[src/sv/dwpi_pkg.sv]
// ---------------------------------------------------------------------------
// dwpi_pkg: shared types, constants and functions
// Widths of the shared multiplier, feedforward tables and saturation helpers.
// ---------------------------------------------------------------------------
package dwpi_pkg;

  // shared multiplier operand and product widths
  localparam int MUL_A_W = 33;
  localparam int MUL_B_W = 17;
  localparam int MUL_P_W = MUL_A_W + MUL_B_W;

  // 24-bit integrator limits, held at 35 bits for the update sum
  localparam logic signed [34:0] INTEG_MAX = 35'sd8388607;
  localparam logic signed [34:0] INTEG_MIN = -35'sd8388608;

  localparam logic signed [34:0] SPEED_MAX = 35'sd32767;
  localparam logic signed [34:0] SPEED_MIN = -35'sd32768;

  // feedforward duty per band: below 50, 100, 200, 300, then 300 and up
  localparam logic [11:0] FF_L_POS [5] = '{12'd1000, 12'd700, 12'd500, 12'd300, 12'd0};
  localparam logic [11:0] FF_L_NEG [5] = '{12'd1000, 12'd1300, 12'd1500, 12'd1700, 12'd2000};
  localparam logic [11:0] FF_R_POS [5] = '{12'd1000, 12'd1300, 12'd1500, 12'd1700, 12'd2000};
  localparam logic [11:0] FF_R_NEG [5] = '{12'd1000, 12'd800, 12'd500, 12'd300, 12'd0};

  function automatic logic [11:0] ff_duty(input logic signed [12:0] target,
                                          input logic right);
    logic [13:0] mag;
    logic [2:0]  band;
    logic [11:0] val;
    mag = target[12] ? (14'd0 - {target[12], target}) : {1'b0, target};
    if (mag < 14'd50)       band = 3'd0;
    else if (mag < 14'd100) band = 3'd1;
    else if (mag < 14'd200) band = 3'd2;
    else if (mag < 14'd300) band = 3'd3;
    else                    band = 3'd4;
    case ({right, target[12]})
      2'b00:   val = FF_L_POS[band];
      2'b01:   val = FF_L_NEG[band];
      2'b10:   val = FF_R_POS[band];
      default: val = FF_R_NEG[band];
    endcase
    return val;
  endfunction

  function automatic logic signed [15:0] sat16(input logic signed [34:0] v);
    logic signed [15:0] res;
    if (v > SPEED_MAX)      res = 16'sh7FFF;
    else if (v < SPEED_MIN) res = 16'sh8000;
    else                    res = v[15:0];
    return res;
  endfunction

endpackage

[src/sv/dwpi_mul.sv]
// ---------------------------------------------------------------------------
// dwpi_mul: shared signed multiplier
// One signed 33 x 17 product per cycle, registered at the output.
// ---------------------------------------------------------------------------
module dwpi_mul (
  input  logic                                  clk,
  input  logic signed [dwpi_pkg::MUL_A_W-1:0]   op_a,
  input  logic signed [dwpi_pkg::MUL_B_W-1:0]   op_b,
  output logic signed [dwpi_pkg::MUL_P_W-1:0]   prod
);

  logic signed [dwpi_pkg::MUL_P_W-1:0] prod_r;

  always_ff @(posedge clk) begin
    prod_r <= op_a * op_b;
  end

  assign prod = prod_r;

endmodule

[src/sv/dual_wheel_pi_speed_control_core.sv]
// ---------------------------------------------------------------------------
// dual_wheel_pi_speed_control_core: two-wheel PI speed loop with feedforward
// Per control tick: encoder deltas, speeds, PI with saturating integrators,
// staircase feedforward, duty clamp; all products on one shared multiplier.
// ---------------------------------------------------------------------------
// Sequence: the accept edge, then 7 steps per wheel and one output load step,
//   before out_tvalid rises.
// A new tick is taken only once the last one is loaded; the single shared
//   multiplier is the resource the product steps wait on.
// in_tready is low while a tick is in work; the output register frees the
//   input side once the result is loaded, even if out_tready is low.
// Reset (rst_n low, synchronous): configuration registers take their default values,
//   stored positions and integrators clear, no beat pending, in_tready low.
module dual_wheel_pi_speed_control_core (
  input  logic        clk,
  input  logic        rst_n,
  // input channel
  input  logic        in_tvalid,
  output logic        in_tready,
  input  logic [63:0] in_tdata,   // left_position[15:0], right_position[31:16],
                                  // left_target[44:32], right_target[57:45], zero pad
  // result channel
  output logic        out_tvalid,
  input  logic        out_tready,
  output logic [71:0] out_tdata,  // left_duty[11:0], right_duty[23:12],
                                  // left_speed[39:24], right_speed[55:40],
                                  // mean_speed[71:56]
  // configuration
  input  logic        cfg_we,
  input  logic [2:0]  cfg_addr,
  input  logic [15:0] cfg_wdata
);

  // register indexes
  localparam logic [2:0] REG_SPEED_SCALE = 3'd0;
  localparam logic [2:0] REG_PROP_GAIN   = 3'd1;
  localparam logic [2:0] REG_INTEG_GAIN  = 3'd2;
  localparam logic [2:0] REG_TICK_PERIOD = 3'd3;
  localparam logic [2:0] REG_DUTY_LIMIT  = 3'd4;

  // sequencer steps, run once per wheel (left first), then output load
  localparam logic [2:0] ST_SPD  = 3'd0; // issue delta * scale
  localparam logic [2:0] ST_ERR  = 3'd1; // speed and error from product
  localparam logic [2:0] ST_INC  = 3'd2; // issue error * period
  localparam logic [2:0] ST_INT  = 3'd3; // integrator update, issue error * kp
  localparam logic [2:0] ST_PRP  = 3'd4; // latch kp term, issue integ * ki
  localparam logic [2:0] ST_ACC  = 3'd5; // add ki term
  localparam logic [2:0] ST_DUTY = 3'd6; // round, feedforward, clamp
  localparam logic [2:0] ST_OUT  = 3'd7; // load output register

  // configuration registers
  logic [15:0] speed_scale_r, prop_gain_r, integ_gain_r, tick_period_r;
  logic [11:0] duty_limit_r;

  // control
  logic       busy_r;
  logic [2:0] step_r;
  logic       wheel_r;   // 0 = left, 1 = right
  logic       out_load;  // result moves into the output register

  // tick state
  logic [15:0]        last_lpos_r, last_rpos_r;
  logic signed [23:0] linteg_r, rinteg_r;

  // per-tick working registers
  logic signed [15:0] ldelta_r, rdelta_r;
  logic signed [12:0] ltarget_r, rtarget_r;
  logic signed [32:0] lsp_r, rsp_r;   // Q8 mm/s
  logic signed [32:0] err_r;          // Q8 error of the wheel in work
  logic signed [50:0] acc_r;          // PI sum before rounding
  logic [11:0]        lduty_r, rduty_r;

  // output register
  logic               out_valid_r;
  logic [11:0]        out_lduty_r, out_rduty_r;
  logic signed [15:0] out_lspd_r, out_rspd_r, out_mean_r;

  // input unpack
  logic [15:0]        in_lpos, in_rpos;
  logic signed [12:0] in_lt, in_rt;
  logic               in_beat;

  assign in_lpos = in_tdata[15:0];
  assign in_rpos = in_tdata[31:16];
  assign in_lt   = in_tdata[44:32];
  assign in_rt   = in_tdata[57:45];
  assign in_tready = rst_n && !busy_r;
  assign in_beat   = in_tvalid && in_tready;

  // output register is free or being emptied this cycle
  assign out_load = busy_r && (step_r == ST_OUT) && (!out_valid_r || out_tready);

  // shared multiplier
  logic signed [dwpi_pkg::MUL_A_W-1:0] mul_a;
  logic signed [dwpi_pkg::MUL_B_W-1:0] mul_b;
  logic signed [dwpi_pkg::MUL_P_W-1:0] prod;

  dwpi_mul u_mul (
    .clk  (clk),
    .op_a (mul_a),
    .op_b (mul_b),
    .prod (prod)
  );

  // wheel-selected operands
  logic signed [15:0] cur_delta;
  logic signed [12:0] cur_target;
  logic signed [23:0] cur_integ;

  assign cur_delta  = wheel_r ? rdelta_r  : ldelta_r;
  assign cur_target = wheel_r ? rtarget_r : ltarget_r;
  assign cur_integ  = wheel_r ? rinteg_r  : linteg_r;

  always_comb begin
    mul_a = '0;
    mul_b = '0;
    case (step_r)
      ST_SPD: begin
        mul_a = 33'(cur_delta);
        mul_b = $signed({1'b0, speed_scale_r});
      end
      ST_INC: begin
        mul_a = err_r;
        mul_b = $signed({1'b0, tick_period_r});
      end
      ST_INT: begin
        mul_a = err_r;
        mul_b = $signed({1'b0, prop_gain_r});
      end
      ST_PRP: begin
        mul_a = 33'(cur_integ);
        mul_b = $signed({1'b0, integ_gain_r});
      end
      default: begin
        mul_a = '0;
        mul_b = '0;
      end
    endcase
  end

  // speed and error; the left wheel's count runs opposite, so its speed is negated
  logic signed [32:0] prod_sp;
  logic signed [32:0] tgt_q8;
  logic signed [32:0] err_nxt;
  logic signed [32:0] sp_nxt;

  assign prod_sp = prod[32:0];
  assign tgt_q8  = 33'(cur_target) <<< 8;
  assign sp_nxt  = wheel_r ? prod_sp : -prod_sp;
  assign err_nxt = wheel_r ? (tgt_q8 - prod_sp) : (tgt_q8 + prod_sp);

  // integrator increment, round half up, then saturate to 24 bits
  logic signed [49:0] inc_sum;
  logic signed [33:0] inc;
  logic signed [34:0] integ_sum;
  logic signed [23:0] integ_nxt;

  assign inc_sum   = prod + 50'sd32768;
  assign inc       = inc_sum[49:16];
  assign integ_sum = 35'(cur_integ) + 35'(inc);

  always_comb begin
    if (integ_sum > dwpi_pkg::INTEG_MAX)      integ_nxt = 24'sh7FFFFF;
    else if (integ_sum < dwpi_pkg::INTEG_MIN) integ_nxt = 24'sh800000;
    else                                      integ_nxt = integ_sum[23:0];
  end

  // PI rounding, feedforward and duty clamp
  logic signed [50:0] pi_sum;
  logic signed [34:0] pi_q0;
  logic signed [36:0] ff_ext;
  logic signed [36:0] duty_raw;
  logic [11:0]        duty_nxt;

  assign pi_sum   = acc_r + 51'sd32768;
  assign pi_q0    = pi_sum[50:16];
  assign ff_ext   = $signed({25'd0, dwpi_pkg::ff_duty(cur_target, wheel_r)});
  assign duty_raw = wheel_r ? (ff_ext + 37'(pi_q0)) : (ff_ext - 37'(pi_q0));

  always_comb begin
    if (duty_raw < 37'sd0)                                  duty_nxt = 12'd0;
    else if (duty_raw > $signed({25'd0, duty_limit_r}))     duty_nxt = duty_limit_r;
    else                                                    duty_nxt = duty_raw[11:0];
  end

  // reported speeds, round half up with 16-bit saturation
  logic signed [33:0] lspd_sum, rspd_sum;
  logic signed [34:0] mean_sum;
  logic signed [15:0] lspd, rspd, mean_spd;

  assign lspd_sum = 34'(lsp_r) + 34'sd128;
  assign rspd_sum = 34'(rsp_r) + 34'sd128;
  assign mean_sum = 35'(lsp_r) + 35'(rsp_r) + 35'sd256;
  assign lspd     = dwpi_pkg::sat16(35'($signed(lspd_sum[33:8])));
  assign rspd     = dwpi_pkg::sat16(35'($signed(rspd_sum[33:8])));
  assign mean_spd = dwpi_pkg::sat16(35'($signed(mean_sum[34:9])));

  // configuration writes
  always_ff @(posedge clk) begin
    if (!rst_n) begin
      speed_scale_r <= 16'd6933;
      prop_gain_r   <= 16'd128;
      integ_gain_r  <= 16'd6144;
      tick_period_r <= 16'd655;
      duty_limit_r  <= 12'd2000;
    end else if (cfg_we) begin
      case (cfg_addr)
        REG_SPEED_SCALE: speed_scale_r <= cfg_wdata;
        REG_PROP_GAIN:   prop_gain_r   <= cfg_wdata;
        REG_INTEG_GAIN:  integ_gain_r  <= cfg_wdata;
        REG_TICK_PERIOD: tick_period_r <= cfg_wdata;
        REG_DUTY_LIMIT:  duty_limit_r  <= cfg_wdata[11:0];
        default: ;
      endcase
    end
  end

  // sequencer and state
  always_ff @(posedge clk) begin
    if (!rst_n) begin
      busy_r      <= 1'b0;
      step_r      <= ST_SPD;
      wheel_r     <= 1'b0;
      out_valid_r <= 1'b0;
      last_lpos_r <= '0;
      last_rpos_r <= '0;
      linteg_r    <= '0;
      rinteg_r    <= '0;
    end else begin
      if (out_load) begin
        out_valid_r <= 1'b1;
      end else if (out_valid_r && out_tready) begin
        out_valid_r <= 1'b0;
      end

      if (in_beat) begin
        busy_r      <= 1'b1;
        step_r      <= ST_SPD;
        wheel_r     <= 1'b0;
        last_lpos_r <= in_lpos;
        last_rpos_r <= in_rpos;
      end else if (busy_r) begin
        case (step_r)
          ST_SPD:  step_r <= ST_ERR;
          ST_ERR:  step_r <= ST_INC;
          ST_INC:  step_r <= ST_INT;
          ST_INT: begin
            step_r <= ST_PRP;
            if (wheel_r) rinteg_r <= integ_nxt;
            else         linteg_r <= integ_nxt;
          end
          ST_PRP:  step_r <= ST_ACC;
          ST_ACC:  step_r <= ST_DUTY;
          ST_DUTY: begin
            if (wheel_r) begin
              step_r <= ST_OUT;
            end else begin
              wheel_r <= 1'b1;
              step_r  <= ST_SPD;
            end
          end
          ST_OUT: begin
            // wait here until the output register is free
            if (out_load) begin
              busy_r  <= 1'b0;
              wheel_r <= 1'b0;
              step_r  <= ST_SPD;
            end
          end
          default: step_r <= ST_SPD;
        endcase
      end
    end
  end

  // working datapath registers
  always_ff @(posedge clk) begin
    if (in_beat) begin
      ldelta_r  <= $signed(in_lpos - last_lpos_r);
      rdelta_r  <= $signed(in_rpos - last_rpos_r);
      ltarget_r <= in_lt;
      rtarget_r <= in_rt;
    end else if (busy_r) begin
      case (step_r)
        ST_ERR: begin
          err_r <= err_nxt;
          if (wheel_r) rsp_r <= sp_nxt;
          else         lsp_r <= sp_nxt;
        end
        ST_PRP:  acc_r <= 51'(prod);
        ST_ACC:  acc_r <= acc_r + 51'(prod);
        ST_DUTY: begin
          if (wheel_r) rduty_r <= duty_nxt;
          else         lduty_r <= duty_nxt;
        end
        ST_OUT: begin
          if (out_load) begin
            out_lduty_r <= lduty_r;
            out_rduty_r <= rduty_r;
            out_lspd_r  <= lspd;
            out_rspd_r  <= rspd;
            out_mean_r  <= mean_spd;
          end
        end
        default: ;
      endcase
    end
  end

  assign out_tvalid = out_valid_r;
  assign out_tdata  = {out_mean_r, out_rspd_r, out_lspd_r, out_rduty_r, out_lduty_r};

  // checks
  a_busy_after_beat: assert property (@(posedge clk) disable iff (!rst_n)
    in_tvalid && in_tready |=> !in_tready)
    else $error("input accepted while a tick was in work");

  a_out_from_load: assert property (@(posedge clk) disable iff (!rst_n)
    $rose(out_valid_r) |-> $past(busy_r && step_r == ST_OUT))
    else $error("result shown without the output load step");

  a_duty_in_limit: assert property (@(posedge clk) disable iff (!rst_n)
    out_valid_r |-> (out_lduty_r <= duty_limit_r) && (out_rduty_r <= duty_limit_r))
    else $error("duty above the limit");

  a_idle_left_wheel: assert property (@(posedge clk) disable iff (!rst_n)
    !busy_r |-> !wheel_r && step_r == ST_SPD)
    else $error("sequencer not parked while idle");

endmodule
[config.mk]
export PLATFORM = sky130hd
export DESIGN_NAME = dual_wheel_pi_speed_control_core
export DESIGN_NICKNAME = d
export VERILOG_FILES = /design/src/sv/dwpi_pkg.sv /design/src/sv/dwpi_mul.sv /design/src/sv/dual_wheel_pi_speed_control_core.sv
export SDC_FILE = /design/constraint.sdc
export NUM_CORES = 2
export LEC_CHECK = 0
export ABC_AREA = 1
export BUFFER_PORTS_ARGS = -buffer_cell sky130_fd_sc_hd__buf_2
export CAP_MARGIN = 20
export CORE_ASPECT_RATIO = 0.6
export CORE_UTILIZATION = 35
export CTS_CLUSTER_SIZE = 12
export DETAILED_ROUTE_END_ITERATION = 16
export MAX_ROUTING_LAYER = met4
export PLACE_DENSITY = 0.55
export SLEW_MARGIN = 20
export SYNTH_ARGS = -nofsm -noshare
export SYNTH_HDL_FRONTEND = slang
export SYNTH_SLANG_ARGS = --single-unit
[constraint.sdc]
create_clock -name clk -period 10.3 [get_ports clk]
set_clock_uncertainty 0.1 [all_clocks]
set_input_delay 1.545 -clock clk [delete_from_list [all_inputs] [get_ports clk]]
set_output_delay 1.545 -clock clk [all_outputs]
set_load 0.005 [all_outputs]
==> flow_summary.json <==
{
  "outcome": "completed",
  "period_minus_slack_ps": 9320,
  "antenna_violating_nets_post_route": 0,
  "dp.final_hpwl_mm": 153,
  "register_bit_count_reported_by_yosys": 516,
  "setup_tns_ps": 0,
  "timing_hold_violations_final": 0,
  "start_util_pct": 35.5,
  "area_used_by_sequential_logic_in_the_layout_sq_um": 13400,
  "drc_errors": 0,
  "layout.nets": 8229,
  "multi_input_area_sq_um": 35700,
  "clock_net_sink_count": 516,
  "max_freq_ghz": 0.107,
  "layout_worst_path_cycle_share_pct": 90.5,
  "fin_ws_ps": 979,
  "detail_route.iter0.violations": 4688,
  "synth_warnings": 0,
  "fillers": 15900,
  "tritoncts": "built",
  "worst-slew-pin-transition_ps": 1140,
  "synth_enable_flop_cells": 304,
  "wire_length_of_the_first_global_routing_pass_mm": 282,
  "place_ws_ps": 1190,
  "startpoint_to_endpoint_class_of_the_critical_path": "reg -> reg",
  "route.final.wire_length_mm": 186,
  "met3_length_mm": 22.0,
  "p_per_area_nw_per_um2": 376,
  "grt_setup_unrepaired": "no",
  "max_cap_viol_count": 0,
  "avgSynthCellArea_sq_um": 7.67,
  "max_h_tree_level": 2,
  "irDropWorstVdd_uv": 522,
  "insertion_delay_to_the_later_sink_of_the_worst_skew_pair_ps": 660,
  "postCtsResizedCells": 0,
  "floorplan.die_area_sq_um": 158000,
  "sequential_share_of_the_synthesized_area_pct": 24.5,
  "routabilityCongestion": 1.03,
  "drtPass1Iterations": 5,
  "drive_gt1_share_pct": 7.72,
  "met2WireLength_mm": 65.3,
  "first_global_vias": 45000,
  "post_syn_area_sq_um": 54700,
  "floorplan.rows": 111,
  "worst_slew_margin_rel_pct": 23.1,
  "design.core.area_sq_um": 154000,
  "globalRouteOverflowTotal": 0,
  "cts_max_path_buffers": 3,
  "postCtsSetupRepairBufs": 0,
  "area_growth_pct": 9.98,
  "vias_per_cell": 5.07,
  "antenna_violations_before_repair": 6,
  "finalSetupViolations": 0,
  "cts_inserted_buffers": 54,
  "critPathMaxFanout": 10,
  "boundaryPins": 162,
  "critPathCaptureType": "flop",
  "slowest_stage_cell_crit_path": "sky130_fd_sc_hd__o2111ai_4",
  "die_span_x_um": 512,
  "layout_commonest_cell": "sky130_fd_sc_hd__nand2_1",
  "crit_path_start_kind": "flop",
  "power.leakage_nw": 29.0,
  "mappedNetlistNets": 8108,
  "synthArstFlopShare_pct": 0,
  "route.vias.total": 47300,
  "fp.dieH_um": 308,
  "routed_len_inst_um": 19.9,
  "layout_common_cells": "sky130_fd_sc_hd__nand2_1 (1,713), sky130_fd_sc_hd__inv_1 (1,356), sky130_fd_sc_hd__nor2_1 (545)",
  "timing.final.max_slew_violations": 0,
  "most_common_cell_on_crit_path": "sky130_fd_sc_hd__inv_1",
  "hold_path_class": "reg -> reg",
  "wp_data_arrival_ps": 9730,
  "synth_cells": 7131,
  "clk_pin_slew_worst_paths_ps": 60,
  "top_layer": "met4",
  "cts_root_buffer": "sky130_fd_sc_hd__clkbuf_16",
  "port_buffers": 155,
  "cp_slowest_stage_delay_ps": 780,
  "ys_types": 64,
  "track_usage_pct": 24.1,
  "synth_top_flop_cell": "sky130_fd_sc_hd__edfxtp_1",
  "detailed_routing_wirelength_on_met1_mm": 96.9,
  "grt_max_degree": 88,
  "required_time_of_the_critical_path_ps": 10710,
  "hold_buffers": 0
}
## final cells by class
| type | count | share of cell area [%] |
|---|---|---|
| clock inverters | 21 | 0.379 |
| clock buffers | 72 | 2.38 |
| repair buffers | 265 | 2.78 |
| multi-input cells | 5036 | 59.3 |
| inverters | 1379 | 8.61 |
| diodes | 9 | 0.0375 |
| well taps | 2034 | 4.23 |
| flip-flops and latches | 516 | 22.2 |
## registers in the layout, summed over array words and instances, names as in the netlist, 24 cells and up
signal	flops
acc_r	51
rinteg_r	24
linteg_r	24
err_r	33
rsp_r	33
u_mul.prod	50
lsp_r	33
## power by group
part	internal (W)	switching (W)
registers	0.00270	0.000280
logic	0.00624	0.0114
clock network	0.00107	0.000877
## critical path: cells and delay by family, from the launching register on
family	cells	cell delay, ps
buffers and inverters	7	1180
DFF	1	400
xor gates and xnor gates	1	200
and+or+nand+nor	6	1060
AOI/OAI and AO/OA	10	3460
adders and majority gates	7	2770
## layer usage
| layer | GRT usage, % | vias to the layer above |
|---|---|---|
| met5 | - | - |
| met4 | 2.45 | 0 |
| met3 | 7.54 | 118 |
| met2 | 29.2 | 1757 |
| met1 | 38.4 | 22800 |
| li1 | - | 22700 |
## Yosys cell counts, types with 70 or more instances
library cell / n / area [sq um]
sky130_fd_sc_hd__xor2_1: 225 / 1970
sky130_fd_sc_hd__o21ai_0: 357 / 1790
sky130_fd_sc_hd__nand4_1: 70 / 438
sky130_fd_sc_hd__nand3_1: 269 / 1350
sky130_fd_sc_hd__fa_1: 509 / 10200
sky130_fd_sc_hd__ha_1: 380 / 4750
sky130_fd_sc_hd__nor2_1: 552 / 2070
sky130_fd_sc_hd__nand2_1: 1713 / 6430
sky130_fd_sc_hd__xnor2_1: 94 / 823
sky130_fd_sc_hd__inv_1: 1359 / 5100
sky130_fd_sc_hd__clkbuf_1: 176 / 661
sky130_fd_sc_hd__dfxtp_1: 212 / 4240
sky130_fd_sc_hd__a21oi_1: 355 / 1780
sky130_fd_sc_hd__edfxtp_1: 304 / 9130
## cell families after synthesis
kind of cell | Yosys count | share of synthesized area (%)
xor+xnor | 319 | 5.11
fa+ha+maj | 889 | 27.3
compound gates | 952 | 9.84
mux | 6 | 0.110
simple gates | 2870 | 22.3
buf+inv | 1579 | 10.9
flops | 516 | 24.5
## path summary, 6_finish.rpt
path         startpoint        endpoint  slack [ps]  cells after the start
max reg2reg   step_r[1]  u_mul.prod[47]         980                     31
min          rduty_r[9]  out_rduty_r[9]         320                      0
max           step_r[1]  u_mul.prod[47]         980                     31
min reg2reg  rduty_r[9]  out_rduty_r[9]         320                      0
## per-stage QoR
step | cells | util, % | power, W | hold WS [ps] | instance area, sq um
floorplan | 7131 | - | 0.0149 | 300 | 54700
global placement | 9228 | 37.9 | 0.0202 | 302 | 58400
detailed placement | 9228 | 37.9 | 0.0203 | 305 | 58400
CTS | 9321 | 39.0 | 0.0224 | 318 | 60000
global route | 9328 | 39.1 | 0.0249 | 321 | 60100
finish | 9332 | 39.1 | 0.0226 | 316 | 60100
Power figures use the tool's default switching activity.
